[src/rtl/core/rnf_pkg.sv]
// rnf_pkg: shared constants, state encoding and symbol lookup for the
// radix number formatter. No dependencies.

package rnf_pkg;

    // field and register widths
    localparam int VALUE_W      = 32;
    localparam int SYMBOL_W     = 8;
    localparam int BASE_LEN_W   = 5;
    localparam int CFG_DATA_W   = 64;
    localparam int CFG_INDEX_W  = 2;
    localparam int SYM_IDX_W    = 4;
    localparam int SYM_TAB_W    = 128;

    // alphabet size limit and digit buffer depth
    localparam int MAX_SYMBOLS  = 16;
    localparam int MAX_DIGITS   = 32;
    localparam int DIG_IDX_W    = $clog2(MAX_DIGITS);
    localparam int DIG_CNT_W    = $clog2(MAX_DIGITS + 1);

    // register indexes
    localparam logic [CFG_INDEX_W-1:0] CFG_BASE_LEN   = 2'd0;
    localparam logic [CFG_INDEX_W-1:0] CFG_SYMBOLS_LO = 2'd1;
    localparam logic [CFG_INDEX_W-1:0] CFG_SYMBOLS_HI = 2'd2;

    // characters
    localparam logic [SYMBOL_W-1:0] CHAR_PLUS  = 8'h2B;
    localparam logic [SYMBOL_W-1:0] CHAR_MINUS = 8'h2D;
    localparam logic [SYMBOL_W-1:0] CHAR_NUL   = 8'h00;

    typedef enum logic [2:0] {
        ST_IDLE,
        ST_SCAN,
        ST_DUP,
        ST_DIV_START,
        ST_DIV_WAIT,
        ST_SIGN,
        ST_EMIT
    } rnf_state_t;

    // byte idx of the packed alphabet, symbol 0 lowest
    function automatic logic [SYMBOL_W-1:0] symbol_at(
        input logic [SYM_TAB_W-1:0] tab,
        input logic [SYM_IDX_W-1:0] idx
    );
        return tab[{idx, 3'b000} +: SYMBOL_W];
    endfunction

endpackage

[src/rtl/core/rnf_divider.sv]
// rnf_divider: restoring divider, one quotient bit per cycle.
// Depends on nothing but its parameters.

module rnf_divider #(
    parameter int DividendW = 32,
    parameter int DivisorW  = 5
) (
    input  logic                 clk,
    input  logic                 rst_n,
    input  logic                 start,
    input  logic [DividendW-1:0] dividend,
    input  logic [DivisorW-1:0]  divisor,
    output logic                 done,
    output logic [DividendW-1:0] quotient,
    output logic [DivisorW-1:0]  remainder
);

    localparam int CntW = $clog2(DividendW);

    logic                 busy_reg;
    logic                 done_reg;
    logic [CntW-1:0]      cnt_reg;
    logic [DivisorW-1:0]  rem_reg;
    logic [DividendW-1:0] quo_reg;

    logic [DivisorW:0]    trial;
    logic [DivisorW:0]    diff;
    logic                 fits;

    // shift in next dividend bit, subtract when it fits
    assign trial = {rem_reg, quo_reg[DividendW-1]};
    assign fits  = trial >= {1'b0, divisor};
    assign diff  = trial - {1'b0, divisor};

    always_ff @(posedge clk or negedge rst_n)
    begin
        if (!rst_n)
        begin
            busy_reg <= 1'b0;
            done_reg <= 1'b0;
            cnt_reg  <= '0;
        end
        else if (start)
        begin
            busy_reg <= 1'b1;
            done_reg <= 1'b0;
            cnt_reg  <= '0;
        end
        else if (busy_reg)
        begin
            cnt_reg <= cnt_reg + 1'b1;
            if (cnt_reg == CntW'(DividendW - 1))
            begin
                busy_reg <= 1'b0;
                done_reg <= 1'b1;
            end
        end
        else
        begin
            done_reg <= 1'b0;
        end
    end

    always_ff @(posedge clk)
    begin
        if (start)
        begin
            quo_reg <= dividend;
            rem_reg <= '0;
        end
        else if (busy_reg)
        begin
            quo_reg <= {quo_reg[DividendW-2:0], fits};
            rem_reg <= fits ? diff[DivisorW-1:0] : trial[DivisorW-1:0];
        end
    end

    assign done      = done_reg;
    assign quotient  = quo_reg;
    assign remainder = rem_reg;

endmodule

[src/rtl/core/radix_number_formatter_unit.sv]
// radix_number_formatter_unit: signed 32-bit value to text in a configurable radix.
// Uses rnf_pkg and rnf_divider.
//
//   channel  direction  handshake              payload
//   cfg      in         cfg_valid / cfg_ready  cfg_index, cfg_data
//   in       in         in_valid / in_ready    value
//   out      out        out_valid / out_ready  symbol, last
//
// one request at a time: the alphabet check runs first
// (one symbol compare per cycle), then each digit takes a full run of the
// shared bit-serial divider
// output symbols leave one per cycle through the output register while out_ready is high
// a finished symbol may wait in the output register while the next request is taken
// reset clears the state machine, the output valid and the config registers to zero
// config is taken only while idle; an invalid alphabet gives no output at all

module radix_number_formatter_unit #(
    parameter int MaxSymbols = rnf_pkg::MAX_SYMBOLS
) (
    input  logic                                 clk,
    input  logic                                 rst_n,
    // config write channel
    input  logic                                 cfg_valid,
    output logic                                 cfg_ready,
    input  logic [rnf_pkg::CFG_INDEX_W-1:0]      cfg_index,
    input  logic [rnf_pkg::CFG_DATA_W-1:0]       cfg_data,
    // input requests
    input  logic                                 in_valid,
    output logic                                 in_ready,
    input  logic signed [rnf_pkg::VALUE_W-1:0]   value,
    // output symbols
    output logic                                 out_valid,
    input  logic                                 out_ready,
    output logic [rnf_pkg::SYMBOL_W-1:0]         symbol,
    output logic                                 last
);

    // radix counter width holds 0..MaxSymbols, digit width holds 0..MaxSymbols-1
    localparam int RadW = $clog2(MaxSymbols + 1);
    localparam int DigW = (MaxSymbols > 2) ? $clog2(MaxSymbols) : 1;
    localparam int IdxW = rnf_pkg::SYM_IDX_W;
    localparam int ValW = rnf_pkg::VALUE_W;
    localparam int SymW = rnf_pkg::SYMBOL_W;
    localparam int CntW = rnf_pkg::DIG_CNT_W;
    localparam int DixW = rnf_pkg::DIG_IDX_W;
    localparam int BlW  = rnf_pkg::BASE_LEN_W;

    // config registers
    logic [BlW-1:0]                    base_len_reg;
    logic [rnf_pkg::CFG_DATA_W-1:0]    symbols_lo_reg;
    logic [rnf_pkg::CFG_DATA_W-1:0]    symbols_hi_reg;

    // sequencer state
    rnf_pkg::rnf_state_t state_reg, state_next;
    logic [RadW-1:0]   i_reg, i_next;
    logic [RadW-1:0]   j_reg, j_next;
    logic [RadW-1:0]   radix_reg, radix_next;
    logic [SymW-1:0]   sym_i_reg, sym_i_next;
    logic [ValW-1:0]   mag_reg, mag_next;
    logic              neg_reg, neg_next;
    logic [CntW-1:0]   nd_reg, nd_next;

    // output register
    logic              out_valid_reg, out_valid_next;
    logic [SymW-1:0]   symbol_reg, symbol_next;
    logic              last_reg, last_next;

    // digit buffer, least significant digit first
    logic [DigW-1:0]   digit_mem [rnf_pkg::MAX_DIGITS];
    logic              dig_we;

    // divider hookup
    logic              div_start;
    logic              div_done;
    logic [ValW-1:0]   div_quo;
    logic [RadW-1:0]   div_rem;

    logic [rnf_pkg::SYM_TAB_W-1:0] sym_tab;
    logic [RadW-1:0]   lim;
    logic [SymW-1:0]   sym_at_i;
    logic [SymW-1:0]   sym_at_j;
    logic [DixW-1:0]   rd_idx;
    logic [SymW-1:0]   sym_out;
    logic              can_load;

    assign sym_tab  = {symbols_hi_reg, symbols_lo_reg};

    // alphabet length limited to the supported size
    assign lim = (base_len_reg > BlW'(MaxSymbols)) ? RadW'(MaxSymbols)
                                                   : RadW'(base_len_reg);

    assign sym_at_i = rnf_pkg::symbol_at(sym_tab, IdxW'(i_reg));
    assign sym_at_j = rnf_pkg::symbol_at(sym_tab, IdxW'(j_reg));

    // most significant stored digit is the next one out
    assign rd_idx   = DixW'(nd_reg - 1'b1);
    assign sym_out  = rnf_pkg::symbol_at(sym_tab, IdxW'(digit_mem[rd_idx]));

    // output register free or being drained this cycle
    assign can_load = !out_valid_reg || out_ready;

    assign in_ready  = (state_reg == rnf_pkg::ST_IDLE);
    assign cfg_ready = (state_reg == rnf_pkg::ST_IDLE);
    assign out_valid = out_valid_reg;
    assign symbol    = symbol_reg;
    assign last      = last_reg;

    // config writes
    always_ff @(posedge clk or negedge rst_n)
    begin
        if (!rst_n)
        begin
            base_len_reg   <= '0;
            symbols_lo_reg <= '0;
            symbols_hi_reg <= '0;
        end
        else if (cfg_valid && cfg_ready)
        begin
            case (cfg_index)
                rnf_pkg::CFG_BASE_LEN:   base_len_reg   <= cfg_data[BlW-1:0];
                rnf_pkg::CFG_SYMBOLS_LO: symbols_lo_reg <= cfg_data;
                rnf_pkg::CFG_SYMBOLS_HI: symbols_hi_reg <= cfg_data;
                default:                 ;
            endcase
        end
    end

    // shared bit-serial divider, one digit per run
    rnf_divider #(
        .DividendW (ValW),
        .DivisorW  (RadW)
    ) u_div (
        .clk       (clk),
        .rst_n     (rst_n),
        .start     (div_start),
        .dividend  (mag_reg),
        .divisor   (radix_reg),
        .done      (div_done),
        .quotient  (div_quo),
        .remainder (div_rem)
    );

    always_ff @(posedge clk)
    begin
        if (dig_we)
        begin
            digit_mem[nd_reg[DixW-1:0]] <= DigW'(div_rem);
        end
    end

    always_ff @(posedge clk or negedge rst_n)
    begin
        if (!rst_n)
        begin
            state_reg     <= rnf_pkg::ST_IDLE;
            i_reg         <= '0;
            j_reg         <= '0;
            radix_reg     <= '0;
            sym_i_reg     <= '0;
            mag_reg       <= '0;
            neg_reg       <= 1'b0;
            nd_reg        <= '0;
            out_valid_reg <= 1'b0;
            symbol_reg    <= '0;
            last_reg      <= 1'b0;
        end
        else
        begin
            state_reg     <= state_next;
            i_reg         <= i_next;
            j_reg         <= j_next;
            radix_reg     <= radix_next;
            sym_i_reg     <= sym_i_next;
            mag_reg       <= mag_next;
            neg_reg       <= neg_next;
            nd_reg        <= nd_next;
            out_valid_reg <= out_valid_next;
            symbol_reg    <= symbol_next;
            last_reg      <= last_next;
        end
    end

    always_comb
    begin
        state_next     = state_reg;
        i_next         = i_reg;
        j_next         = j_reg;
        radix_next     = radix_reg;
        sym_i_next     = sym_i_reg;
        mag_next       = mag_reg;
        neg_next       = neg_reg;
        nd_next        = nd_reg;
        out_valid_next = out_valid_reg;
        symbol_next    = symbol_reg;
        last_next      = last_reg;
        div_start      = 1'b0;
        dig_we         = 1'b0;

        // downstream took the pending symbol
        if (out_valid_reg && out_ready)
        begin
            out_valid_next = 1'b0;
        end

        case (state_reg)
            rnf_pkg::ST_IDLE:
            begin
                if (in_valid)
                begin
                    // magnitude at 32 bits unsigned covers the most negative value
                    neg_next   = value[ValW-1];
                    mag_next   = value[ValW-1] ? (ValW'(0) - ValW'(value)) : ValW'(value);
                    i_next     = '0;
                    state_next = rnf_pkg::ST_SCAN;
                end
            end

            rnf_pkg::ST_SCAN:
            begin
                if ((i_reg == lim) || (sym_at_i == rnf_pkg::CHAR_NUL))
                begin
                    // end of alphabet: length is the radix
                    radix_next = i_reg;
                    nd_next    = '0;
                    if (i_reg < RadW'(2))
                    begin
                        state_next = rnf_pkg::ST_IDLE;
                    end
                    else
                    begin
                        state_next = rnf_pkg::ST_DIV_START;
                    end
                end
                else if ((sym_at_i == rnf_pkg::CHAR_PLUS) || (sym_at_i == rnf_pkg::CHAR_MINUS))
                begin
                    state_next = rnf_pkg::ST_IDLE;
                end
                else
                begin
                    sym_i_next = sym_at_i;
                    j_next     = '0;
                    state_next = rnf_pkg::ST_DUP;
                end
            end

            rnf_pkg::ST_DUP:
            begin
                // compare symbol i against each earlier symbol, one per cycle
                if (j_reg == i_reg)
                begin
                    i_next     = i_reg + 1'b1;
                    state_next = rnf_pkg::ST_SCAN;
                end
                else if (sym_at_j == sym_i_reg)
                begin
                    state_next = rnf_pkg::ST_IDLE;
                end
                else
                begin
                    j_next = j_reg + 1'b1;
                end
            end

            rnf_pkg::ST_DIV_START:
            begin
                div_start  = 1'b1;
                state_next = rnf_pkg::ST_DIV_WAIT;
            end

            rnf_pkg::ST_DIV_WAIT:
            begin
                if (div_done)
                begin
                    dig_we   = 1'b1;
                    nd_next  = nd_reg + 1'b1;
                    mag_next = div_quo;
                    if ((div_quo == '0) || (nd_reg == CntW'(rnf_pkg::MAX_DIGITS - 1)))
                    begin
                        state_next = rnf_pkg::ST_SIGN;
                    end
                    else
                    begin
                        state_next = rnf_pkg::ST_DIV_START;
                    end
                end
            end

            rnf_pkg::ST_SIGN:
            begin
                if (!neg_reg)
                begin
                    state_next = rnf_pkg::ST_EMIT;
                end
                else if (can_load)
                begin
                    out_valid_next = 1'b1;
                    symbol_next    = rnf_pkg::CHAR_MINUS;
                    last_next      = 1'b0;
                    state_next     = rnf_pkg::ST_EMIT;
                end
            end

            rnf_pkg::ST_EMIT:
            begin
                if (can_load)
                begin
                    out_valid_next = 1'b1;
                    symbol_next    = sym_out;
                    last_next      = (nd_reg == CntW'(1));
                    nd_next        = nd_reg - 1'b1;
                    if (nd_reg == CntW'(1))
                    begin
                        state_next = rnf_pkg::ST_IDLE;
                    end
                end
            end

            default:
            begin
                state_next = rnf_pkg::ST_IDLE;
            end
        endcase
    end

    // digit count stays within the buffer
    assert property (@(posedge clk) disable iff (!rst_n)
        nd_reg <= CntW'(rnf_pkg::MAX_DIGITS))
    else $error("digit count beyond buffer depth");

    // emitting with an empty buffer would read a stale digit
    assert property (@(posedge clk) disable iff (!rst_n)
        (state_reg == rnf_pkg::ST_EMIT) |-> (nd_reg != '0))
    else $error("emit with no digits stored");

    // divider remainder must be a valid digit of the radix
    assert property (@(posedge clk) disable iff (!rst_n)
        (state_reg == rnf_pkg::ST_DIV_WAIT && div_done) |-> (div_rem < radix_reg))
    else $error("remainder not below radix");

    // digits are only produced for an accepted alphabet
    assert property (@(posedge clk) disable iff (!rst_n)
        (state_reg == rnf_pkg::ST_DIV_START) |-> (radix_reg >= RadW'(2)))
    else $error("division started with a radix below two");

endmodule
[config.mk]
export PLATFORM = sky130hd
export DESIGN_NAME = radix_number_formatter_unit
export DESIGN_NICKNAME = d
export VERILOG_FILES = /design/src/rtl/core/rnf_pkg.sv /design/src/rtl/core/rnf_divider.sv /design/src/rtl/core/radix_number_formatter_unit.sv
export SDC_FILE = /design/constraint.sdc
export NUM_CORES = 1
export LEC_CHECK = 0
export BUFFER_PORTS_ARGS = -buffer_cell sky130_fd_sc_hd__buf_4
export CAP_MARGIN = 40
export CORE_MARGIN = 8
export CORE_UTILIZATION = 46
export CTS_CLUSTER_SIZE = 24
export DETAILED_ROUTE_END_ITERATION = 10
export PLACE_DENSITY_LB_ADDON = 0.3
export SLEW_MARGIN = 20
export SYNTH_ARGS = -nofsm -noshare
export SYNTH_HDL_FRONTEND = slang
export SYNTH_SLANG_ARGS = --single-unit
[constraint.sdc]
create_clock -name clk -period 4.05 [get_ports clk]
set_input_delay 0 -clock clk [delete_from_list [all_inputs] [get_ports clk]]
set_output_delay 0 -clock clk [all_outputs]
set_load 0.005 [all_outputs]
==> results of run 1 <==
## final timing paths
path	start	to	slack (ps)	cells past startpoint
worst min register to register	mag_reg[19]	mag_reg[19]	480	1
min in group asynchronous	rst_n	symbols_lo_reg[29]	120	2
worst max register to register	nd_reg[1]	symbol[3]	240	12
worst min-delay path	value[21]	mag_reg[21]	30	4
worst max-delay path	nd_reg[1]	symbol[3]	240	12
max in group asynchronous	rst_n	symbols_lo_reg[46]	2860	3
## worst reg2reg max path: cells and delay by family, from the launching register on
family / cells / cell delay, ps
AND/OR/NAND/NOR: 3 / 560
adder cells (fa/ha/maj): 1 / 540
AO/OA/AOI/OAI: 3 / 820
flip-flops: 1 / 450
multiplexers: 2 / 590
buffers and inverters: 3 / 750
## layout make-up
class | count | area, um2
clock inverter | 17 | 189
clock buffer | 58 | 1280
timing repair buffer | 268 | 2410
multi-input combinational | 1116 | 9290
fill | 3567 | 18800
inverter | 22 | 82.6
sequential | 380 | 10300
tap | 585 | 732
## stage by stage
stage	util, %	cells	cell area, um2	hold WS, ps
finish	56.3	2446	24300	29.1
global route	56.3	2446	24300	46.1
CTS	56.3	2443	24200	3.99
detailed placement	50.5	2266	21700	149
global placement	50.4	2263	21700	141
floorplan	-	1628	20100	-296
## repair_timing
action	in CTS	in global routing
buffers inserted	0	0
hold buffers	102	0
endpoints found under the hold margin	281	0
## power by group through the flow
| stage | clock (mW) | sequential [mW] | combinational (mW) |
|---|---|---|---|
| 3_5_place_dp | 0 | 4.07 | 0.211 |
| 4_1_cts | 4.12 | 3.99 | 0.292 |
| 6_report | 4.04 | 3.99 | 0.291 |
| 3_3_place_gp | 0 | 4.07 | 0.208 |
| 2_1_floorplan | 0 | 4.07 | 0.0412 |
| 5_1_grt | 4.23 | 3.99 | 0.317 |
## cell usage in the layout (no fill, tap or decap), types with 8 or more instances in the layout
cell / n
a211oi_1: 14
a21o_1: 11
a21oi_1: 30
a31oi_1: 13
and2_1: 8
and3_1: 13
buf_12: 10
buf_4: 152
clkbuf_16: 47
clkinv_2: 9
dfrtp_1: 212
dlygate4sd3_1: 102
edfxtp_1: 160
ha_1: 15
inv_1: 21
mux2_2: 152
mux2i_1: 66
mux4_2: 102
nand2_1: 171
nand2b_1: 10
nand3_1: 87
nand4_1: 16
nor2_1: 103
nor2b_1: 9
nor3_1: 23
nor4_1: 11
o211ai_1: 15
o21ai_0: 89
o31ai_1: 9
o41ai_1: 8
xnor2_1: 26
xor2_1: 33
## cell families (layout without fill, tap and decap cells)
group,Yosys count,count (layout),synth area share (%)
AND/OR/NAND/NOR,482,482,11.0
flip-flops,380,380,51.2
multiplexers,323,323,23.6
AO/OA/AOI/OAI,235,235,7.63
buffers and inverters,132,365,2.77
XOR/XNOR,60,60,2.71
adder cells (fa/ha/maj),16,16,1.03
## synthesized netlist by cell type, types with 16 or more instances
cell | number | area [um2]
xor2_1 | 33 | 289
a21oi_1 | 31 | 155
clkbuf_1 | 80 | 300
inv_1 | 21 | 78.8
o21ai_0 | 89 | 445
nor3_1 | 23 | 115
edfxtp_1 | 160 | 4800
nand3_1 | 87 | 435
mux2i_1 | 66 | 661
xnor2_1 | 26 | 228
mux4_2 | 102 | 2300
mux2_2 | 152 | 1710
nand2_1 | 172 | 646
buf_2 | 17 | 85.1
nand4_1 | 16 | 100
dfrtp_1 | 215 | 5380
nor2_1 | 104 | 390
## layer usage
| metal | up-vias | share of wire [%] | GRT usage [%] |
|---|---|---|---|
| li1 | 6560 | - | - |
| met1 | 7348 | 41 | 28.2 |
| met2 | 599 | 49 | 35.5 |
| met3 | 111 | 6.8 | 3.92 |
| met4 | 0 | 3.1 | 8.23 |
| met5 | - | 0 | 0 |
==> flow_metrics.tcl, run 1 <==
set metrics [dict create \
    syn-num-nets 1747 \
    grt_pass1_wl_mm 86.3 \
    yosysSeqAreaShare_pct 51.2 \
    syn2layout_area_growth_pct 20.8 \
    io_buffers 114 \
    clk_latency_ps 570 \
    cap_violations 0 \
    syn_avg_cell_area_um2 12.3 \
    cts_buffers 42 \
    cts_root_buf "clkbuf_16" \
    worst_pin_slew_ps 912 \
    drc 0 \
    critPathRequiredTime_ps 4500 \
    status "finished clean" \
    vias 14618 \
    timing.slew.headroom_pct 39.2 \
    fmax_mhz 263 \
    fin_crit_ps 3810 \
    crit_path_top_delay_cell "a2111oi_0" \
    cellInternalPower_mw 6.60 \
    post_drt_wl_per_cell_um 22.3 \
    gp_congestion 0.961 \
    slowest_delay_ps 620 \
    peakVddDrop_mv 0.251 \
    diodes 0 \
    fin_crit_sh_pct 94.0 \
    pin_count 115 \
    cp_max_fo 19 \
    finalPower_mw 8.32 \
    path_buf_inv 3 \
    hp-class "in -> reg" \
    tns_ps 0 \
    critPathTopFamily "compound AO/OA/AOI/OAI gates" \
    arrival_ps 4260 \
    cts_resized 0 \
    p_sw_share_pct 20.6 \
    overflow 0 \
    grt_pass1_vias 15114 \
    wl_mm 54.6 \
    cts.sinks 380 \
    fin_worst_skew_ps 20.0 \
    drtIter0Drc 1464 \
    finalNetCount 1949 \
    antenna_found_initial 2 \
    grt_max_degree 114 \
    hpwlAfterDp_mm 37.3 \
    setup_viol 0 \
    ys_seq_elements 380 \
    synth_cell_types 68 \
    p_leak_nw 10.1 \
    dieArea_um2 50600 \
    path_cells "inv_1 -> ha_1 -> buf_4 -> mux4_2 -> mux2i_1 -> nand3_1 -> and4_1 -> buf_4 -> a2111oi_0 -> a32oi_1 -> nand3_1 -> a31oi_1" \
    largest_reg_flops 128 \
    ant_nets 0 \
    drt-vias-per-instance 5.98 \
    combPwrFrac_pct 3.5 \
    switchingPower_mw 1.72 \
    cp-start-kind "flip-flop" \
    worst-setup-path-type "reg -> reg" \
    cts_buffer_depth 3 \
    tritoncts "done" \
    crit_path_end_kind "flip-flop" \
    p_clk_share_pct 48.5 \
    synth_flop_cell "dfrtp_1" \
    power_density_nw_per_um2 343 \
    ys_async_sr_fraction_pct 56.6 \
    initial_core_util_pct 46.6 \
    grtUsageTotal_pct 21.6 \
    rsz0062_at_grt "false" \
    cts.clk_slew.worst_paths_ps 60 \
    pwr-share-seq_pct 48.0 \
    pre_cts_slack_ps 301 \
    synth_warnings 0 \
    fin_ws_ps 243 \
    die_h_um 225 \
    maxSlewViolCount 0 \
    syn_inst 1628 \
    drive_above_1_share_pct 27.7 \
    synth_edf_count 160 \
    report.final.hold_viol_count 0 \
    die_w_um 225 \
    rows 76 \
    htree_levels 2 \
    syn_area_um2 20100 \
    first_pass_iters 6 \
    design.core.area_um2 43100 \
]
No activity file was read; power rests on OpenSTA's default activity.
==> run 2: changes to the inputs <==
--- a/config.mk
+++ b/config.mk
@@ -7,8 +7,10 @@
 export LEC_CHECK = 0
 export BUFFER_PORTS_ARGS = -buffer_cell sky130_fd_sc_hd__buf_4
 export CAP_MARGIN = 40
+export CELL_PAD_IN_SITES_DETAIL_PLACEMENT = 1
+export CELL_PAD_IN_SITES_GLOBAL_PLACEMENT = 2
 export CORE_MARGIN = 8
-export CORE_UTILIZATION = 46
+export CORE_UTILIZATION = 43
 export CTS_CLUSTER_SIZE = 24
 export DETAILED_ROUTE_END_ITERATION = 10
 export PLACE_DENSITY_LB_ADDON = 0.3
==> run 2 against run 1 <==
Combinational power about the same. Die area increased by 6.5%. Fmax decreased by 0.92%. Count of clock-buffer cells in the layout increased by 2. Sequential share of layout area increased by 0.12 points. Global-route usage increased by 1.5 points. Sequential cell count unchanged. Design area decreased by 0.29%. Worst hold slack improved by 4.4 ps. Core utilization decreased by 4.1 points. Worst setup slack got worse by 36 ps. First-iteration DRC count decreased by 21%. Largest cell class unchanged. Largest power group is now registers.
==> flow_metrics.tcl, run 2 (synthesized netlist as in run 1, its figures left out) <==
set metrics [dict create \
    grt_max_degree 115 \
    die_h_um 232 \
    fin_area_um2 24200 \
    tritoncts "done" \
    r2r_start "nd_reg[1]" \
    initial_core_util_pct 43.3 \
    io_buffers 114 \
    hp-start "value[23]" \
    wl_mm 61.7 \
    p_leak_nw 10.0 \
    dpl.cell_count 2295 \
    gp_congestion 0.904 \
    grtUsageTotal_pct 23.0 \
    fin_worst_skew_ps 31.8 \
    finalNonFillerCells 2476 \
    crit_top_cell "buf_12" \
    worst_pin_slew_ps 983 \
    cts_buffers 43 \
    rsz0062_at_grt "false" \
    antenna_found_initial 2 \
    largest_reg_flops 128 \
    rows 79 \
    worst-setup-path-type "reg -> reg" \
    cts_setup_buffers 0 \
    tns_ps 0 \
    critPathTopFamily "multiplexers" \
    final_common_cell "dfrtp_1" \
    hp-class "in -> reg" \
    post_drt_wl_per_cell_um 24.9 \
    clk_latency_ps 580 \
    hpwlAfterDp_mm 42.5 \
    cts_buffer_depth 3 \
    htree_levels 2 \
    grt_pass1_wl_mm 96.5 \
    design.core.area_um2 46400 \
    ff2ff_path_depth 12 \
    vias 14710 \
    pin_count 115 \
    cts_root_buf "clkbuf_16" \
    pwr-share-seq_pct 49.3 \
    maxSlewViolCount 0 \
    grt_pass1_vias 15927 \
    first_pass_iters 5 \
    path_cells "inv_1 -> ha_1 -> xor2_4 -> buf_12 -> mux2_2 -> mux4_2 -> o221a_2 -> buf_12 -> nand3_1 -> a31oi_1 -> and3_1 -> o32a_1" \
    cp-start-kind "flip-flop" \
    drc 0 \
    cts.sinks 380 \
    whs_ps 33.5 \
    cts.clk_slew.worst_paths_ps 60 \
    setup_viol 0 \
    combPwrFrac_pct 3.6 \
    report.final.hold_viol_count 0 \
    overflow 0 \
    cellInternalPower_mw 6.33 \
    regToRegSetupSlack_ps 210 \
    fmax_mhz 260 \
    p_clk_share_pct 47.1 \
    drt-vias-per-instance 5.94 \
    min_path_cells 4 \
    ant_nets 0 \
    cts_resized 0 \
    slowest_delay_ps 530 \
    path_buf_inv 3 \
    place_area_um2 21800 \
    drtIter0Drc 1155 \
    fin_crit_sh_pct 94.9 \
    arrival_ps 4300 \
    fin_ws_ps 208 \
    syn2layout_area_growth_pct 20.4 \
    peakVddDrop_mv 0.348 \
    crit_path_end_kind "flip-flop" \
    timing.slew.headroom_pct 34.5 \
    fin_crit_ps 3840 \
    drive_above_1_share_pct 27.7 \
    crit_path_top_delay_cell "mux4_2" \
    cp_max_fo 47 \
    die_w_um 232 \
    whs_endpoint "mag_reg[23]" \
    dieArea_um2 53900 \
    pre_cts_slack_ps 229 \
    reg2reg_to "symbol[5]" \
    power_density_nw_per_um2 334 \
    p_sw_share_pct 21.8 \
    finalNetCount 1953 \
    switchingPower_mw 1.76 \
    mostFrequentLayoutCells "dfrtp_1, nand2_1, edfxtp_1" \
    critPathRequiredTime_ps 4510 \
    cap_violations 0 \
    status "finished clean" \
]
## run 2: per-stage QoR
stage | total power, mW | utilization, %
after CTS | 8.20 | 52.2
after floorplan | 4.11 | -
final | 8.09 | 52.2
after detailed placement | 4.28 | 47.1
after global routing | 8.34 | 52.2
after global placement | 4.28 | 46.9
## run 2: what timing repair did
action	4_1_cts	5_1_grt
setup endpoints to repair	0	0
hold endpoints to repair	280	0
hold buffers	101	0
## run 2: tightest hold or removal path, delay by kind of cell
| family | cells | cell delay, ps |
|---|---|---|
| buffers and inverters | 1 | 110 |
| AOI/OAI and AO/OA | 2 | 250 |
| xor gates and xnor gates | 1 | 180 |
## run 2: routing by layer
| metal | vias to the layer above | GRT usage [%] | share of wire (%) |
|---|---|---|---|
| met2 | 437 | 38.5 | 50 |
| met3 | 111 | 3.93 | 5.4 |
| met4 | 0 | 8.14 | 3.0 |
| li1 | 6544 | - | - |
| met1 | 7618 | 30.0 | 42 |
| met5 | - | 0 | 0 |
## run 2: layout make-up
cell class | count | area, um2
clock buffer | 60 | 1220
tap | 607 | 759
antenna | 2 | 5.00
fill | 4670 | 22200
clock inverter | 18 | 144
inverter | 22 | 82.6
timing repair buffer | 271 | 2400
sequential | 380 | 10300
multi-input combinational | 1116 | 9300
## run 2: power by group through the flow
stage	combinational (mW)	sequential, mW	clock [mW]
detailed placement	0.216	4.07	0
finish	0.294	3.99	3.81
global placement	0.211	4.07	0
global route	0.323	3.99	4.03
floorplan	0.0412	4.07	0
CTS	0.296	3.99	3.91
## run 2: worst max path at each step
stage	cells after the start	slack [ps]	startpoint	endpoint
finish	12	210	nd_reg[1]	symbol[5]
global route	12	60	nd_reg[1]	symbol[5]
global placement	12	370	nd_reg[0]	symbol[3]
floorplan	13	410	nd_reg[0]	symbol[0]
detailed placement	12	230	nd_reg[1]	symbol[5]
CTS	12	230	nd_reg[1]	symbol[5]
==> run 3: changes to the inputs <==
--- a/config.mk
+++ b/config.mk
@@ -6,11 +6,11 @@
 export NUM_CORES = 1
 export LEC_CHECK = 0
 export BUFFER_PORTS_ARGS = -buffer_cell sky130_fd_sc_hd__buf_4
-export CAP_MARGIN = 40
+export CAP_MARGIN = 15
 export CELL_PAD_IN_SITES_DETAIL_PLACEMENT = 1
 export CELL_PAD_IN_SITES_GLOBAL_PLACEMENT = 2
 export CORE_MARGIN = 8
-export CORE_UTILIZATION = 43
+export CORE_UTILIZATION = 30
 export CTS_CLUSTER_SIZE = 24
 export DETAILED_ROUTE_END_ITERATION = 10
 export PLACE_DENSITY_LB_ADDON = 0.3
==> run 3 against run 2 <==
Count of clock-buffer cells in the layout increased by 7. Fmax increased by 1.5%. Core utilization decreased by 15 points. Sequential share of layout area decreased by 0.99 points.
==> flow_metrics.tcl, run 3 (synthesized netlist as in run 1, its figures left out) <==
set metrics [dict create \
    rows 95 \
    fill_cells 7109 \
    initial_core_util_pct 30.1 \
    ant_nets 0 \
    slowest_delay_ps 540 \
    hp-class "in -> async" \
    grt_pass1_vias 15870 \
    die_w_um 275 \
    finalNetCount 1967 \
    drive_above_1_share_pct 28.1 \
    cp_max_fo 45 \
    report.final.hold_viol_count 0 \
    crit_top_cell "buf_4" \
    hpwlAfterDp_mm 45.5 \
    fin_crit_ps 3780 \
    cp-start-kind "flip-flop" \
    finalPower_mw 8.44 \
    cap_violations 0 \
    worst_pin_slew_ps 1100 \
    grtUsageTotal_pct 17.1 \
    status "finished clean" \
    cts_buffer_depth 3 \
    io_buffers 114 \
    final_common_cell "dfrtp_1" \
    p_leak_nw 10.2 \
    timing.slew.headroom_pct 26.7 \
    syn2layout_area_growth_pct 23.3 \
    fmax_mhz 264 \
    final_core_util_pct 37.1 \
    tritoncts "done" \
    grt_max_degree 113 \
    largest_reg_flops 128 \
    maxSlewViolCount 0 \
    htree_levels 2 \
    path_cells "inv_1 -> ha_1 -> xor2_4 -> buf_4 -> mux2i_1 -> mux4_2 -> and2_1 -> buf_4 -> o21ai_0 -> a32oi_1 -> and3_1 -> o32a_1" \
    ff2ff_path_depth 12 \
    power_density_nw_per_um2 341 \
    antenna_found_initial 0 \
    regToRegSetupSlack_ps 270 \
    path_buf_inv 3 \
    cts.clk_slew.worst_paths_ps 60 \
    design.core.area_um2 66800 \
    clk_latency_ps 590 \
    drt-vias-per-instance 5.31 \
    cts_buffers 46 \
    mostFrequentLayoutCells "dfrtp_1, nand2_1, buf_4" \
    setup_viol 0 \
    vias 14634 \
    fin_worst_skew_ps 20.2 \
    rsz0062_at_grt "false" \
    worst-setup-path-type "reg -> reg" \
    whs_ps 49.3 \
    die_h_um 275 \
    overflow 0 \
    cts_resized 0 \
    holdBufCountCts 109 \
    drtIter0Drc 933 \
    critPathTopFamily "compound AO/OA/AOI/OAI gates" \
    gp_congestion 0.864 \
    fin_crit_sh_pct 93.4 \
    drc 0 \
    post_drt_wl_per_cell_um 23.5 \
    first_pass_iters 5 \
    wl_mm 64.9 \
    tns_ps 0 \
    critPathRequiredTime_ps 4520 \
    cts_root_buf "clkbuf_16" \
    crit_path_end_kind "flip-flop" \
    dieArea_um2 75500 \
    diodes 0 \
    reg2reg_to "symbol[5]" \
    r2r_start "nd_reg[1]" \
    arrival_ps 4250 \
    grt_pass1_wl_mm 99.3 \
    pin_count 115 \
    cts.sinks 380 \
    peakVddDrop_mv 0.247 \
    cts_setup_buffers 0 \
    crit_path_top_delay_cell "mux4_2" \
]
-- run 3: power by group --
| group | total [mW] | leakage [nW] | switching [mW] | internal [mW] |
|---|---|---|---|---|
| Combinational | 0.306 | 4.90 | 0.144 | 0.162 |
| Clock | 4.14 | 0.741 | 1.71 | 2.43 |
| Sequential | 3.99 | 4.53 | 0.0000000000000000746 | 3.99 |
| Total | 8.44 | 10.2 | 1.86 | 6.58 |
-- run 3: how the worst max path moves through the flow --
stage	from	end	slack, ps	cells after the start
2_1_floorplan	nd_reg[0]	symbol[0]	410	13
3_3_place_gp	nd_reg[1]	symbol[5]	330	12
3_5_place_dp	nd_reg[1]	symbol[5]	280	12
4_1_cts	nd_reg[1]	symbol[5]	260	12
5_1_grt	nd_reg[1]	symbol[5]	50	12
6_report	nd_reg[1]	symbol[5]	270	12
-- run 3: final cells by class --
class,count,area [um2],area share [%]
Tap cell,873,1090,4.41
Clock inverter,18,150,0.606
Timing Repair Buffer,282,2500,10.1
Multi-Input combinational cell,1116,9300,37.5
Sequential cell,380,10300,41.5
Clock buffer,67,1370,5.54
Inverter,22,82.6,0.333
-- run 3: through the flow --
stage	area (um2)	setup slack, ps	cells
2_1_floorplan	20100	408	1628
3_3_place_gp	22200	333	2564
3_5_place_dp	22200	279	2564
4_1_cts	24800	264	2758
5_1_grt	24800	50.8	2758
6_report	24800	266	2758
-- run 3: worst reg2reg max path, delay by kind of cell, from the launching register on --
| kind | cells | cell delay [ps] |
|---|---|---|
| AOI/OAI and AO/OA | 3 | 730 |
| buffers and inverters | 3 | 670 |
| muxes | 2 | 630 |
| xor gates and xnor gates | 1 | 520 |
| and+or+nand+nor | 2 | 410 |
| DFF | 1 | 380 |
| adders and majority gates | 1 | 350 |
-- run 3: metal layers --
metal	track usage, %	vias to the layer above	routed length, um
met5	0	-	0
met4	5.62	0	2050
met3	2.10	109	2300
met2	30.5	329	33000
met1	21.4	7624	27600
li1	-	6572	-
